File: config.mk
export PLATFORM = sky130hd
export DESIGN_NAME = buzzer_beep_pattern_timer
export DESIGN_NICKNAME = d
export VERILOG_FILES = /design/src/rtl/core/bbpt_pkg.sv /design/src/rtl/core/bbpt_serial_div.sv /design/src/rtl/core/buzzer_beep_pattern_timer.sv
export SDC_FILE = /design/constraint.sdc
export NUM_CORES = 1
export LEC_CHECK = 0
export ABC_CLOCK_PERIOD_IN_PS = 4000
export BUFFER_PORTS_ARGS = -buffer_cell sky130_fd_sc_hd__buf_2
export CORE_AREA = 4 4 104 146
export DETAILED_ROUTE_END_ITERATION = 10
export DIE_AREA = 0 0 108 150
export GPL_ROUTABILITY_DRIVEN = 0
export GPL_TIMING_DRIVEN = 0
export PLACE_DENSITY_LB_ADDON = 0.3
export SETUP_SLACK_MARGIN = 0.5
export SLEW_MARGIN = 10
export SYNTH_ARGS = -nofsm -noshare
export SYNTH_HDL_FRONTEND = slang
export SYNTH_SLANG_ARGS = --single-unit
export TNS_END_PERCENT = 30
File: constraint.sdc
create_clock -name clk -period 4 [get_ports clk]
set_input_delay 0 -clock clk [delete_from_list [all_inputs] [get_ports clk]]
set_output_delay 0 -clock clk [all_outputs]
set_load 0.01 [all_outputs]
File: src/rtl/core/bbpt_pkg.sv
// Shared types and codes for the buzzer beep pattern timer.
// Depends on nothing; imported by the top level.
`timescale 1ns / 1ps

package bbpt_pkg;

    // Command codes carried in the mode field of an input item.
    typedef enum logic [2:0] {
        MODE_TICK  = 3'd0,
        MODE_KEY   = 3'd1,
        MODE_TIMED = 3'd2,
        MODE_MULTI = 3'd3,
        MODE_STOP  = 3'd4
    } mode_t;

    // Configuration register indexes.
    typedef enum logic [1:0] {
        CFG_ENABLE   = 2'd0,
        CFG_KEY_LEN  = 2'd1,
        CFG_LOCKOUT  = 2'd2
    } cfg_index_t;

    localparam int CFG_DATA_BITS = 16;
    localparam int CFG_INDEX_BITS = 2;

    // Register values after reset.
    localparam logic [15:0] KEY_LEN_RESET = 16'd50;
    localparam logic [7:0]  LOCKOUT_RESET = 8'd100;

endpackage

File: src/rtl/core/bbpt_serial_div.sv
// Bit-serial restoring divider: one quotient bit per clock cycle.
// Standalone; instantiated by buzzer_beep_pattern_timer.
`timescale 1ns / 1ps

module bbpt_serial_div #(
    parameter int COUNT_BITS = 16
) (
    input  logic                  clk,
    input  logic                  rst_n,
    input  logic                  start,
    input  logic [COUNT_BITS-1:0] dividend,
    input  logic [COUNT_BITS:0]   divisor,
    output logic                  done,
    output logic [COUNT_BITS-1:0] quotient,
    output logic [COUNT_BITS:0]   remainder
);

    localparam int DW = COUNT_BITS + 1;
    localparam int CNT_W = (COUNT_BITS > 1) ? $clog2(COUNT_BITS) : 1;
    localparam logic [CNT_W-1:0] LAST_STEP = CNT_W'(COUNT_BITS - 1);

    logic [DW-1:0]         rem_reg;
    logic [DW-1:0]         rem_next;
    logic [COUNT_BITS-1:0] quo_reg;
    logic [COUNT_BITS-1:0] quo_next;
    logic [DW-1:0]         div_reg;
    logic [CNT_W-1:0]      cnt_reg;
    logic [CNT_W-1:0]      cnt_next;
    logic                  busy_reg;
    logic                  busy_next;
    logic                  done_reg;
    logic                  done_next;
    logic [DW:0]           trial;
    logic [DW:0]           diff;
    logic                  fits;

    // One restoring step: bring in the next dividend bit and try to subtract.
    always_comb
    begin
        trial = {rem_reg, quo_reg[COUNT_BITS-1]};
        diff  = trial - {1'b0, div_reg};
        fits  = (trial >= {1'b0, div_reg});
        rem_next = fits ? diff[DW-1:0] : trial[DW-1:0];
        quo_next = {quo_reg[COUNT_BITS-2:0], fits};
    end

    // Step counter and handshake with the caller.
    always_comb
    begin
        busy_next = busy_reg;
        cnt_next  = cnt_reg;
        done_next = 1'b0;
        if (start)
        begin
            busy_next = 1'b1;
            cnt_next  = '0;
        end
        else if (busy_reg)
        begin
            cnt_next = cnt_reg + 1'b1;
            if (cnt_reg == LAST_STEP)
            begin
                busy_next = 1'b0;
                done_next = 1'b1;
            end
        end
    end

    always_ff @(posedge clk or negedge rst_n)
    begin
        if (!rst_n)
        begin
            busy_reg <= 1'b0;
            done_reg <= 1'b0;
            cnt_reg  <= '0;
        end
        else
        begin
            busy_reg <= busy_next;
            done_reg <= done_next;
            cnt_reg  <= cnt_next;
        end
    end

    // Datapath shift registers.
    always_ff @(posedge clk)
    begin
        if (start)
        begin
            rem_reg <= '0;
            quo_reg <= dividend;
            div_reg <= divisor;
        end
        else if (busy_reg)
        begin
            rem_reg <= rem_next;
            quo_reg <= quo_next;
        end
    end

    assign done      = done_reg;
    assign quotient  = quo_reg;
    assign remainder = rem_reg;

endmodule

File: src/rtl/core/buzzer_beep_pattern_timer.sv
// Buzzer beep pattern timer: one result item for every input item.
// Each accepted item passes through the push state, which loads the result once the
// output slot is free; a multi beep command or a tick during an active multi beep first
// runs the bit-serial divider that finds the toggle period or the remainder.
// A new item is accepted only once the result of the last one has been loaded.
// Reset (rst_n low, asynchronous) clears the beep state and loads the register defaults.
// Depends on bbpt_pkg and bbpt_serial_div.
`timescale 1ns / 1ps

module buzzer_beep_pattern_timer
    import bbpt_pkg::*;
#(
    parameter int COUNT_BITS = 16,
    parameter int QUIET_BITS = 8
) (
    input  logic                      clk,
    input  logic                      rst_n,
    input  logic                      cfg_write,
    input  logic [CFG_INDEX_BITS-1:0] cfg_index,
    input  logic [CFG_DATA_BITS-1:0]  cfg_data,
    input  logic                      in_valid,
    output logic                      in_ready,
    input  logic [2:0]                mode,
    input  logic [15:0]               duration,
    input  logic [7:0]                beep_count,
    input  logic                      key_is_start,
    input  logic                      system_idle,
    output logic                      out_valid,
    input  logic                      out_ready,
    output logic                      buzzer_level,
    output logic                      sounding,
    output logic                      multi_active,
    output logic                      lockout_active
);

    localparam int DW = COUNT_BITS + 1;

    typedef enum logic [2:0] {
        ST_IDLE = 3'b001,
        ST_DIV  = 3'b010,
        ST_PUSH = 3'b100
    } state_t;

    // Configuration registers.
    logic        enable_reg;
    logic [15:0] key_len_reg;
    logic [7:0]  lockout_reg;

    // Beep state.
    state_t                state_reg;
    state_t                state_next;
    logic [COUNT_BITS-1:0] remaining_reg;
    logic [COUNT_BITS-1:0] remaining_next;
    logic                  active_reg;
    logic                  active_next;
    logic                  multi_reg;
    logic                  multi_next;
    logic [COUNT_BITS-1:0] period_reg;
    logic [COUNT_BITS-1:0] period_next;
    logic [QUIET_BITS-1:0] quiet_reg;
    logic [QUIET_BITS-1:0] quiet_next;
    logic                  pin_reg;
    logic                  pin_next;
    logic                  div_period_reg;
    logic                  div_period_next;

    // Output slot.
    logic out_valid_reg;
    logic out_valid_next;
    logic buzzer_level_reg;
    logic sounding_reg;
    logic multi_active_reg;
    logic lockout_active_reg;
    logic out_load;

    // Divider interface.
    logic                  div_start;
    logic [COUNT_BITS-1:0] div_dividend;
    logic [DW-1:0]         div_divisor;
    logic                  div_done;
    logic [COUNT_BITS-1:0] div_quotient;
    logic [DW-1:0]         div_remainder;

    // Item fields at internal widths.
    logic [COUNT_BITS-1:0] dur_cnt;
    logic [COUNT_BITS-1:0] key_len_cnt;
    logic [QUIET_BITS-1:0] lockout_q;
    logic [QUIET_BITS-1:0] quiet_base;
    logic [7:0]            count_nz;
    logic                  beep_ended;

    assign dur_cnt     = COUNT_BITS'(duration);
    assign key_len_cnt = COUNT_BITS'(key_len_reg);
    assign lockout_q   = QUIET_BITS'(lockout_reg);
    assign count_nz    = (beep_count == 8'd0) ? 8'd1 : beep_count;

    // Configuration writes.
    always_ff @(posedge clk or negedge rst_n)
    begin
        if (!rst_n)
        begin
            enable_reg  <= 1'b1;
            key_len_reg <= KEY_LEN_RESET;
            lockout_reg <= LOCKOUT_RESET;
        end
        else if (cfg_write)
        begin
            case (cfg_index)
                CFG_ENABLE:  enable_reg  <= cfg_data[0];
                CFG_KEY_LEN: key_len_reg <= cfg_data[15:0];
                CFG_LOCKOUT: lockout_reg <= cfg_data[7:0];
                default:     ;
            endcase
        end
    end

    // Item decode, divider sequencing and result hand-off.
    always_comb
    begin
        state_next      = state_reg;
        remaining_next  = remaining_reg;
        active_next     = active_reg;
        multi_next      = multi_reg;
        period_next     = period_reg;
        quiet_next      = quiet_reg;
        pin_next        = pin_reg;
        div_period_next = div_period_reg;
        div_start       = 1'b0;
        div_dividend    = '0;
        div_divisor     = '0;
        beep_ended      = 1'b0;
        quiet_base      = quiet_reg;
        out_load        = 1'b0;
        out_valid_next  = out_valid_reg & ~out_ready;

        case (state_reg)
            ST_IDLE:
            begin
                if (in_valid)
                begin
                    state_next = ST_PUSH;
                    case (mode)
                        MODE_TICK:
                        begin
                            if (active_reg)
                            begin
                                if (remaining_reg != '0)
                                begin
                                    remaining_next = remaining_reg - 1'b1;
                                    if (multi_reg)
                                    begin
                                        div_start       = 1'b1;
                                        div_dividend    = remaining_reg - 1'b1;
                                        div_divisor     = DW'(period_reg);
                                        div_period_next = 1'b0;
                                        state_next      = ST_DIV;
                                    end
                                end
                                else
                                begin
                                    beep_ended  = 1'b1;
                                    pin_next    = 1'b0;
                                    active_next = 1'b0;
                                    multi_next  = 1'b0;
                                end
                            end
                            // The quiet interval loaded at beep end counts on this tick too.
                            quiet_base = beep_ended ? lockout_q : quiet_reg;
                            quiet_next = (quiet_base != '0) ? quiet_base - 1'b1 : quiet_base;
                        end
                        MODE_KEY:
                        begin
                            if (quiet_reg == '0)
                            begin
                                multi_next = 1'b0;
                                if (!active_reg && enable_reg)
                                begin
                                    if (key_is_start && system_idle)
                                    begin
                                        remaining_next = '0;
                                    end
                                    else
                                    begin
                                        active_next    = 1'b1;
                                        remaining_next = key_len_cnt;
                                        pin_next       = 1'b1;
                                    end
                                end
                            end
                        end
                        MODE_TIMED:
                        begin
                            // A leftover count is taken off the new duration.
                            if (!active_reg && enable_reg)
                            begin
                                active_next    = 1'b1;
                                pin_next       = 1'b1;
                                remaining_next = dur_cnt - remaining_reg;
                            end
                        end
                        MODE_MULTI:
                        begin
                            if (!active_reg && enable_reg)
                            begin
                                multi_next      = 1'b1;
                                active_next     = 1'b1;
                                pin_next        = 1'b1;
                                remaining_next  = dur_cnt;
                                div_start       = 1'b1;
                                div_dividend    = dur_cnt;
                                div_divisor     = DW'({count_nz, 1'b0});
                                div_period_next = 1'b1;
                                state_next      = ST_DIV;
                            end
                        end
                        MODE_STOP:
                        begin
                            pin_next    = 1'b0;
                            active_next = 1'b0;
                        end
                        default:
                        begin
                        end
                    endcase
                end
            end
            ST_DIV:
            begin
                if (div_done)
                begin
                    state_next = ST_PUSH;
                    if (div_period_reg)
                    begin
                        period_next = (div_quotient == '0) ? COUNT_BITS'(1) : div_quotient;
                    end
                    else if (div_remainder == '0)
                    begin
                        pin_next = ~pin_reg;
                    end
                end
            end
            ST_PUSH:
            begin
                // Load the result once the output slot is free or being emptied.
                if (!out_valid_reg || out_ready)
                begin
                    out_load       = 1'b1;
                    out_valid_next = 1'b1;
                    state_next     = ST_IDLE;
                end
            end
            default:
            begin
                state_next = ST_IDLE;
            end
        endcase
    end

    always_ff @(posedge clk or negedge rst_n)
    begin
        if (!rst_n)
        begin
            state_reg      <= ST_IDLE;
            remaining_reg  <= '0;
            active_reg     <= 1'b0;
            multi_reg      <= 1'b0;
            period_reg     <= COUNT_BITS'(1);
            quiet_reg      <= '0;
            pin_reg        <= 1'b0;
            div_period_reg <= 1'b0;
            out_valid_reg  <= 1'b0;
        end
        else
        begin
            state_reg      <= state_next;
            remaining_reg  <= remaining_next;
            active_reg     <= active_next;
            multi_reg      <= multi_next;
            period_reg     <= period_next;
            quiet_reg      <= quiet_next;
            pin_reg        <= pin_next;
            div_period_reg <= div_period_next;
            out_valid_reg  <= out_valid_next;
        end
    end

    // Result payload, captured from the state after the item.
    always_ff @(posedge clk)
    begin
        if (out_load)
        begin
            buzzer_level_reg   <= pin_reg;
            sounding_reg       <= active_reg;
            multi_active_reg   <= active_reg & multi_reg;
            lockout_active_reg <= (quiet_reg != '0);
        end
    end

    bbpt_serial_div #(
        .COUNT_BITS (COUNT_BITS)
    ) u_div (
        .clk       (clk),
        .rst_n     (rst_n),
        .start     (div_start),
        .dividend  (div_dividend),
        .divisor   (div_divisor),
        .done      (div_done),
        .quotient  (div_quotient),
        .remainder (div_remainder)
    );

    assign in_ready       = (state_reg == ST_IDLE);
    assign out_valid      = out_valid_reg;
    assign buzzer_level   = buzzer_level_reg;
    assign sounding       = sounding_reg;
    assign multi_active   = multi_active_reg;
    assign lockout_active = lockout_active_reg;

endmodule
==> results.md, run 1 <==
* CTS root buf: clkbuf_16
* Fin. max-slew vios at 0
* Layout cells sized above 1 at between 10% and 20%
* Grt ovf at 0
* Core Region at about 14000 um^2
* Final Total Pwr at ~5800 uW
* Cell Pwr Density at 583 nW/um^2
* Initial antenna violation count at 0
* Post-synth top area cell: dfrtp_1
* PortBufs at 55
* RR Endpoint: quiet_reg[1]
* Number of synthesized flops with an enable pin at 36
* Area Growth Syn to Fin at 17.1%
* WL final at 24.2 mm
* Layout Nets at between 1000 and 1500
* Fillers at around 1100
* Syn avg cell area at about 9.3 um^2
* Leading cell type in the layout, fill and taps excluded: nor2_1
* Crit-path max FO at 7
* LEAKAGE at 0.00416 uW
* Min-delay worst type: input port to flip-flop
* WL/cell at 20.0 um
* Final period util at between 80 and 90%
* CTS Buf Count at 17
* Top FF cell, synth: dfrtp_1
* Setup crit end kind: flip-flop
* Die ar. at 16200 um^2
* Drt first pass iters at 5
* Syn_nets at about 1000
* Max VDD drop at approximately 0.37 mV
* Final min period at ~3.4 ns
* Critical path arrival at approximately 3.8 ns
* Die W at 108 um
* Crit Reg-Reg Startpoint: remaining_reg[0]
* Clock Skew at around 0.012 ns
* Final Hold Fails at 0
* Final core occ at a little under three quarters
* Number of DRC markers in iteration 0 at about 670
* Top cell type's share of synthesized area at between 20% and 30%
* Syn. warnings at 0
* Setup TNS at 0 ns
* DR vias at 7826
* First-pass GRT wire length at about 40 mm
* CTS sink cnt at 132
* Critical Path RT at 4.35 ns
* F_max at a little under 300 MHz
* Final setup fails at 0
* Worst slew pin tran at about 1.0 ns
* RSZ-0062 raised after global routing: true
* Post-DRT Antenna Nets at 0
* Detailed Place HPWL at roughly 17 mm
* Row cnt at slightly above 50
* Sequential cell area fraction in the yosys report at around two fifths
* Total GRT Usage at between 30 and 40%
* Crit path kind: flip-flop to flip-flop
* Top post-synthesis cells by area: dfrtp_1 (21%), edfxtp_1 (13%), mux2_2 (5.3%)
* Crit path to: quiet_reg[1]
* Clk Latency, worst-skew pair at roughly 0.43 ns
* Starting Density at slightly above 60%
* Synth Cell Area at around 8500 um^2
* Rel. slew slack at about a third
* Die Span Y at ~150 um
* Register-to-Register Path Depth at 13
* Number of global-route vias before repair at between 7000 and 8000
* Total I/O pin count at 58
* Most frequent cells in the layout: nor2_1 (72), dfrtp_1 (70), a21oi_1 (67)
* Antenna diode instance count at 0
* Synth unique cells at 81
* Largest net degree at the start of global routing at 46
* FFs w/ async S/R, synth at 59.8%
* DR DRC count at 0
* Gate Count Post-Synth at 910
* CTS tree: done
* R2R setup slack at about 0.60 ns
* Clock Pin Slew Worst Setup and Hold Paths at roughly 0.06 ns
* CP startpoint: remaining_reg[0]
* Routed vias/inst at between 6 and 7
* FF+latch area at around 3400 um^2
* H-tree level count at 4
* Flops & latches, synth at between 100 and 150
* Max cap viols at 0
* Max reg flops at 17
* CP Launch Type: flip-flop
* Outcome: completed
* Area of the multi-input gates at 4700 um^2
* Clock Tree Buf Depth at 2
==> logic make-up after synthesis <==
family | count (synthesis) | synth area share (%)
muxes | 54 | 7.01
adders and majority gates | 37 | 5.62
DFF | 132 | 40.1
xor gates and xnor gates | 38 | 3.91
and+or+nand+nor | 257 | 15.5
buffers and inverters | 98 | 4.74
AOI/OAI and AO/OA | 294 | 23.2
==> layer usage <==
layer  global-route usage, %  vias to the layer above  part of all wire [%]  routed length, um
li1                        -                     3631                     -                  -
met1                    33.7                     3744                    36               8820
met2                    55.3                      345                    52              12600
met3                    5.18                      106                   6.3               1540
met4                    18.1                        0                   5.2               1260
met5                       0                        -                     0                  0
==> power by group <==
group | internal (uW) | leakage (uW) | switching (uW) | total, uW
combinational | 948 | 0.00238 | 1240 | 2180
sequential | 1670 | 0.00148 | 302 | 1970
clock | 1030 | 0.000298 | 623 | 1650
==> worst min path at each step <==
stage               slack, ns                  to    startpoint  cells past startpoint
detailed placement      -0.01        quiet_reg[2]         rst_n                      1
floorplan               -0.30          active_reg         rst_n                      0
global placement         0.23     key_len_cnt[11]  cfg_data[11]                      2
finish                   0.01  u_div.quotient[10]  duration[10]                      3
CTS                     0.005  u_div.quotient[10]  duration[10]                      3
global route             0.04   remaining_reg[15]  duration[15]                      4
==> worst max-delay path, stage by stage, from the launching register on <==
cell      delay [ns]
dfrtp_1         0.45
inv_1           0.14
ha_1            0.29
nand2b_1        0.16
nor4_4          0.38
and3_1          0.21
buf_4           0.16
mux2i_1         0.36
ha_1            0.29
nand4_1         0.09
nor2_1          0.14
a41o_2          0.21
mux2_4          0.32
o21ai_2         0.11
==> cell usage after synthesis, types with 13 or more instances <==
| cell | number |
|---|---|
| mux2i_1 | 13 |
| edfxtp_1 | 36 |
| a31oi_1 | 14 |
| inv_1 | 54 |
| o21ai_0 | 56 |
| xnor2_1 | 30 |
| a21oi_1 | 67 |
| mux2_2 | 40 |
| a211oi_1 | 23 |
| dfrtp_1 | 70 |
| nor3_1 | 20 |
| a22oi_1 | 22 |
| nor4_1 | 15 |
| nor2_1 | 72 |
| clkbuf_1 | 29 |
| o21a_1 | 14 |
| and3_1 | 13 |
| nand2_1 | 60 |
| ha_1 | 35 |
| dfxtp_1 | 17 |
==> area by class of cell <==
type,instances,area share (%)
plain buffers,43,1.99
flip-flops and latches,132,34.2
well taps,185,2.32
repair buffers,85,5.96
inverters,55,2.07
multi-input cells,680,47.2
clock buffers,23,5.13
clock inverters,9,1.14
==> repair_timing <==
action | in CTS | in global routing
setup endpoints to repair | 2 | 13
gates resized for setup | 0 | 2
setup buffers | 1 | 0
endpoints found under the hold margin | 107 | 0
hold buffers | 28 | 0
pin swaps | 1 | 0
==> metrics by stage <==
step | instance area (um^2) | setup WS (ns) | instances | hold slack, ns
floorplan | 8500 | 0.838 | 910 | -0.296
global placement | 9010 | 0.487 | 1150 | 0.232
detailed placement | 9040 | 0.439 | 1151 | -0.0143
CTS | 9960 | 0.572 | 1212 | 0.00481
global route | 9960 | 0.433 | 1212 | 0.0437
finish | 9960 | 0.605 | 1212 | 0.00953
No activity file was read; power rests on OpenSTA's default activity.
==> run 2, diff against run 1 <==
--- a/config.mk
+++ b/config.mk
@@ -5,11 +5,11 @@
 export SDC_FILE = /design/constraint.sdc
 export NUM_CORES = 1
 export LEC_CHECK = 0
-export ABC_CLOCK_PERIOD_IN_PS = 4000
+export ABC_CLOCK_PERIOD_IN_PS = 2850
 export BUFFER_PORTS_ARGS = -buffer_cell sky130_fd_sc_hd__buf_2
-export CORE_AREA = 4 4 104 146
+export CORE_AREA = 4 4 110 153
 export DETAILED_ROUTE_END_ITERATION = 10
-export DIE_AREA = 0 0 108 150
+export DIE_AREA = 0 0 114 157
 export GPL_ROUTABILITY_DRIVEN = 0
 export GPL_TIMING_DRIVEN = 0
 export PLACE_DENSITY_LB_ADDON = 0.3
==> constraint.sdc (replaced) <==
create_clock -name clk -period 2.85 [get_ports clk]
set_input_delay 0 -clock clk [delete_from_list [all_inputs] [get_ports clk]]
set_output_delay 0 -clock clk [all_outputs]
set_load 0.01 [all_outputs]
==> run 2 against run 1 <==
Net effect:
- the flow now finishes with violations (setup timing)
- non-clock buffer count up 49
- combinational power up 80%
- worst setup slack worse by 0.83 ns
- utilization down 0.44 points
- cell count up 5.0%
- global-route usage down 2.4 points
- clock skew down 0.00088 ns
- first-iteration DRC count up 1.1%
- largest cell class unchanged
- largest power group unchanged
==> results.md, run 2 (synthesized netlist as in run 1, its figures left out) <==
* CTS tree: done
* F_max at around 330 MHz
* Total I/O pin count at just under 60
* Critical path's largest stage delay at 0.58 ns
* Area Growth Syn to Fin at 30.7%
* P_int at roughly 5600 uW
* Setup crit end kind: flip-flop
* Final period util at 108%
* Final setup margin at -0.225 ns
* Crit path kind: flip-flop to flip-flop
* Max reg flops at 17
* Most frequent cells in the layout: nor2_1 (71), dfrtp_1 (67), a21oi_1 (64)
* Total GRT Usage at 28.4%
* First-pass GRT wire length at 40.3 mm
* Clock Pin Slew Worst Setup and Hold Paths at 0.06 ns
* Grt ovf at 0
* Final min period at 3.08 ns
* Largest net degree at the start of global routing at 49
* Core Region at ~16000 um^2
* PortBufs at 55
* Reg power frac at a little under a third
* Drt first pass iters at 5
* Routed vias/inst at between 6 and 7
* Final Hold Fails at 0
* Cell Pwr Density at about 810 nW/um^2
* Clock Skew at about 0.011 ns
* Die Span Y at between 150 and 200 um
* Post-DRT Antenna Nets at 0
* Die ar. at 17900 um^2
* CP startpoint: remaining_reg[9]
* Critical Path, Cell by Cell: or4_4, nor4_4, and3_4, buf_6, mux2i_4, ha_4, nand4_1, nor2_1, a41o_2, mux2_4, o21ai_2
* Critical Path RT at ~3.2 ns
* Row cnt at 54
* Max cap viols at 0
* Initial antenna violation count at 0
* Outcome: finished, violations left
* Min-delay worst type: input port to flip-flop
* H-tree level count at 4
* Antenna diode instance count at 0
* RSZ-0062 raised after global routing: true
* DR DRC count at 0
* Final Total Pwr at 8950 uW
* Clock network power share at ~25%
* Crit Reg-Reg Startpoint: remaining_reg[9]
* Leading cell type in the layout, fill and taps excluded: nor2_1
* Clk Latency, worst-skew pair at 0.42 ns
* Critical path arrival at 3.42 ns
* CP Launch Type: flip-flop
* Clock Tree Buf Depth at 2
* Fin. max-slew vios at 0
* Comb pwr share at about 44%
* Rel. slew slack at between 10% and 20%
* Max VDD drop at 0.615 mV
* Final setup fails at 7
* Layout Nets at ~1200
* Layout cells sized above 1 at roughly 27%
* CTS root buf: clkbuf_16
* Failing checks: setup timing
* CTS sink cnt at 132
* DR vias at just over 8000
* WL/cell at 20.4 um
* Critical path's slowest cell: or4_4
* NetSw at roughly 3400 uW
* Worst slew pin tran at around 1.3 ns
* WL final at approximately 26 mm
* Die W at 114 um
* Detailed Place HPWL at 17.4 mm
* LEAKAGE at between 0.004 and 0.005 uW
* Crit-path max FO at 4
* Number of DRC markers in iteration 0 at 673
* Number of global-route vias before repair at between 8000 and 9000
* Net Sw Frac at 37.7%
* CTS Buf Count at 17
* Hold Crit Start: duration[10]
* Starting Density at 54.7%
* DP Worst Slack at -0.561 ns
-- run 2: stage by stage --
stage | instances | util, % | instance area, um^2 | hold WS (ns) | setup TNS, ns
floorplan | 910 | - | 8590 | -0.296 | -0.0761
global placement | 1161 | 58.6 | 9110 | 0.232 | -5.12
detailed placement | 1162 | 58.8 | 9140 | -0.0141 | -5.98
CTS | 1258 | 69.2 | 10800 | 0.00411 | -1.01
global route | 1273 | 71.5 | 11100 | 0.0318 | -1.66
finish | 1273 | 71.5 | 11100 | 0.0132 | -1.04
-- run 2: critical path: cells and delay by family (launching register included) --
kind            cells  cell delay, ns
buf+inv             1            0.13
fa+ha+maj           1            0.17
flops               1            0.39
compound gates      2            0.30
mux                 2            0.59
simple gates        5            1.41
-- run 2: layer usage --
metal	GRT usage, %	part of all wire [%]	vias to the layer above
li1	-	-	3731
met1	31.6	36	3870
met2	50.8	52	410
met3	5.19	6.6	119
met4	16.1	5.8	0
met5	0	0	-
-- run 2: what timing repair did --
| item | 4_1_cts | 5_1_grt |
|---|---|---|
| hold buffers | 28 | 0 |
| endpoints found under the hold margin | 109 | 0 |
| buffers inserted | 34 | 14 |
| gates cloned | 2 | 1 |
| resized for setup | 110 | 48 |
| setup endpoints to repair | 113 | 117 |
| pin swaps | 57 | 45 |
-- run 2: final timing paths --
kind	endpoint	slack, ns	cells after the start
max	quiet_reg[1]	-0.23	11
max in group asynchronous	key_len_cnt[4]	2.09	3
min	u_div.quotient[10]	0.01	3
min reg2reg	period_reg[15]	0.49	2
min in group asynchronous	remaining_reg[10]	0.08	2
max reg2reg	quiet_reg[1]	-0.23	11
-- run 2: final cells by class --
cell class,count,area [um^2]
Timing Repair Buffer,134,1050
Inverter,55,211
Buffer,43,333
Clock inverter,6,65.1
Fill cell,1102,4430
Sequential cell,132,3410
Tap cell,196,245
Clock buffer,26,533
Multi-Input combinational cell,681,5250
-- run 2: power groups by stage --
stage	combinational, uW	clock (uW)	sequential (uW)
floorplan	2400	0	2640
global placement	2950	0	2770
detailed placement	3010	0	2780
CTS	3570	2210	2750
global route	4260	2300	2840
finish	3930	2220	2800
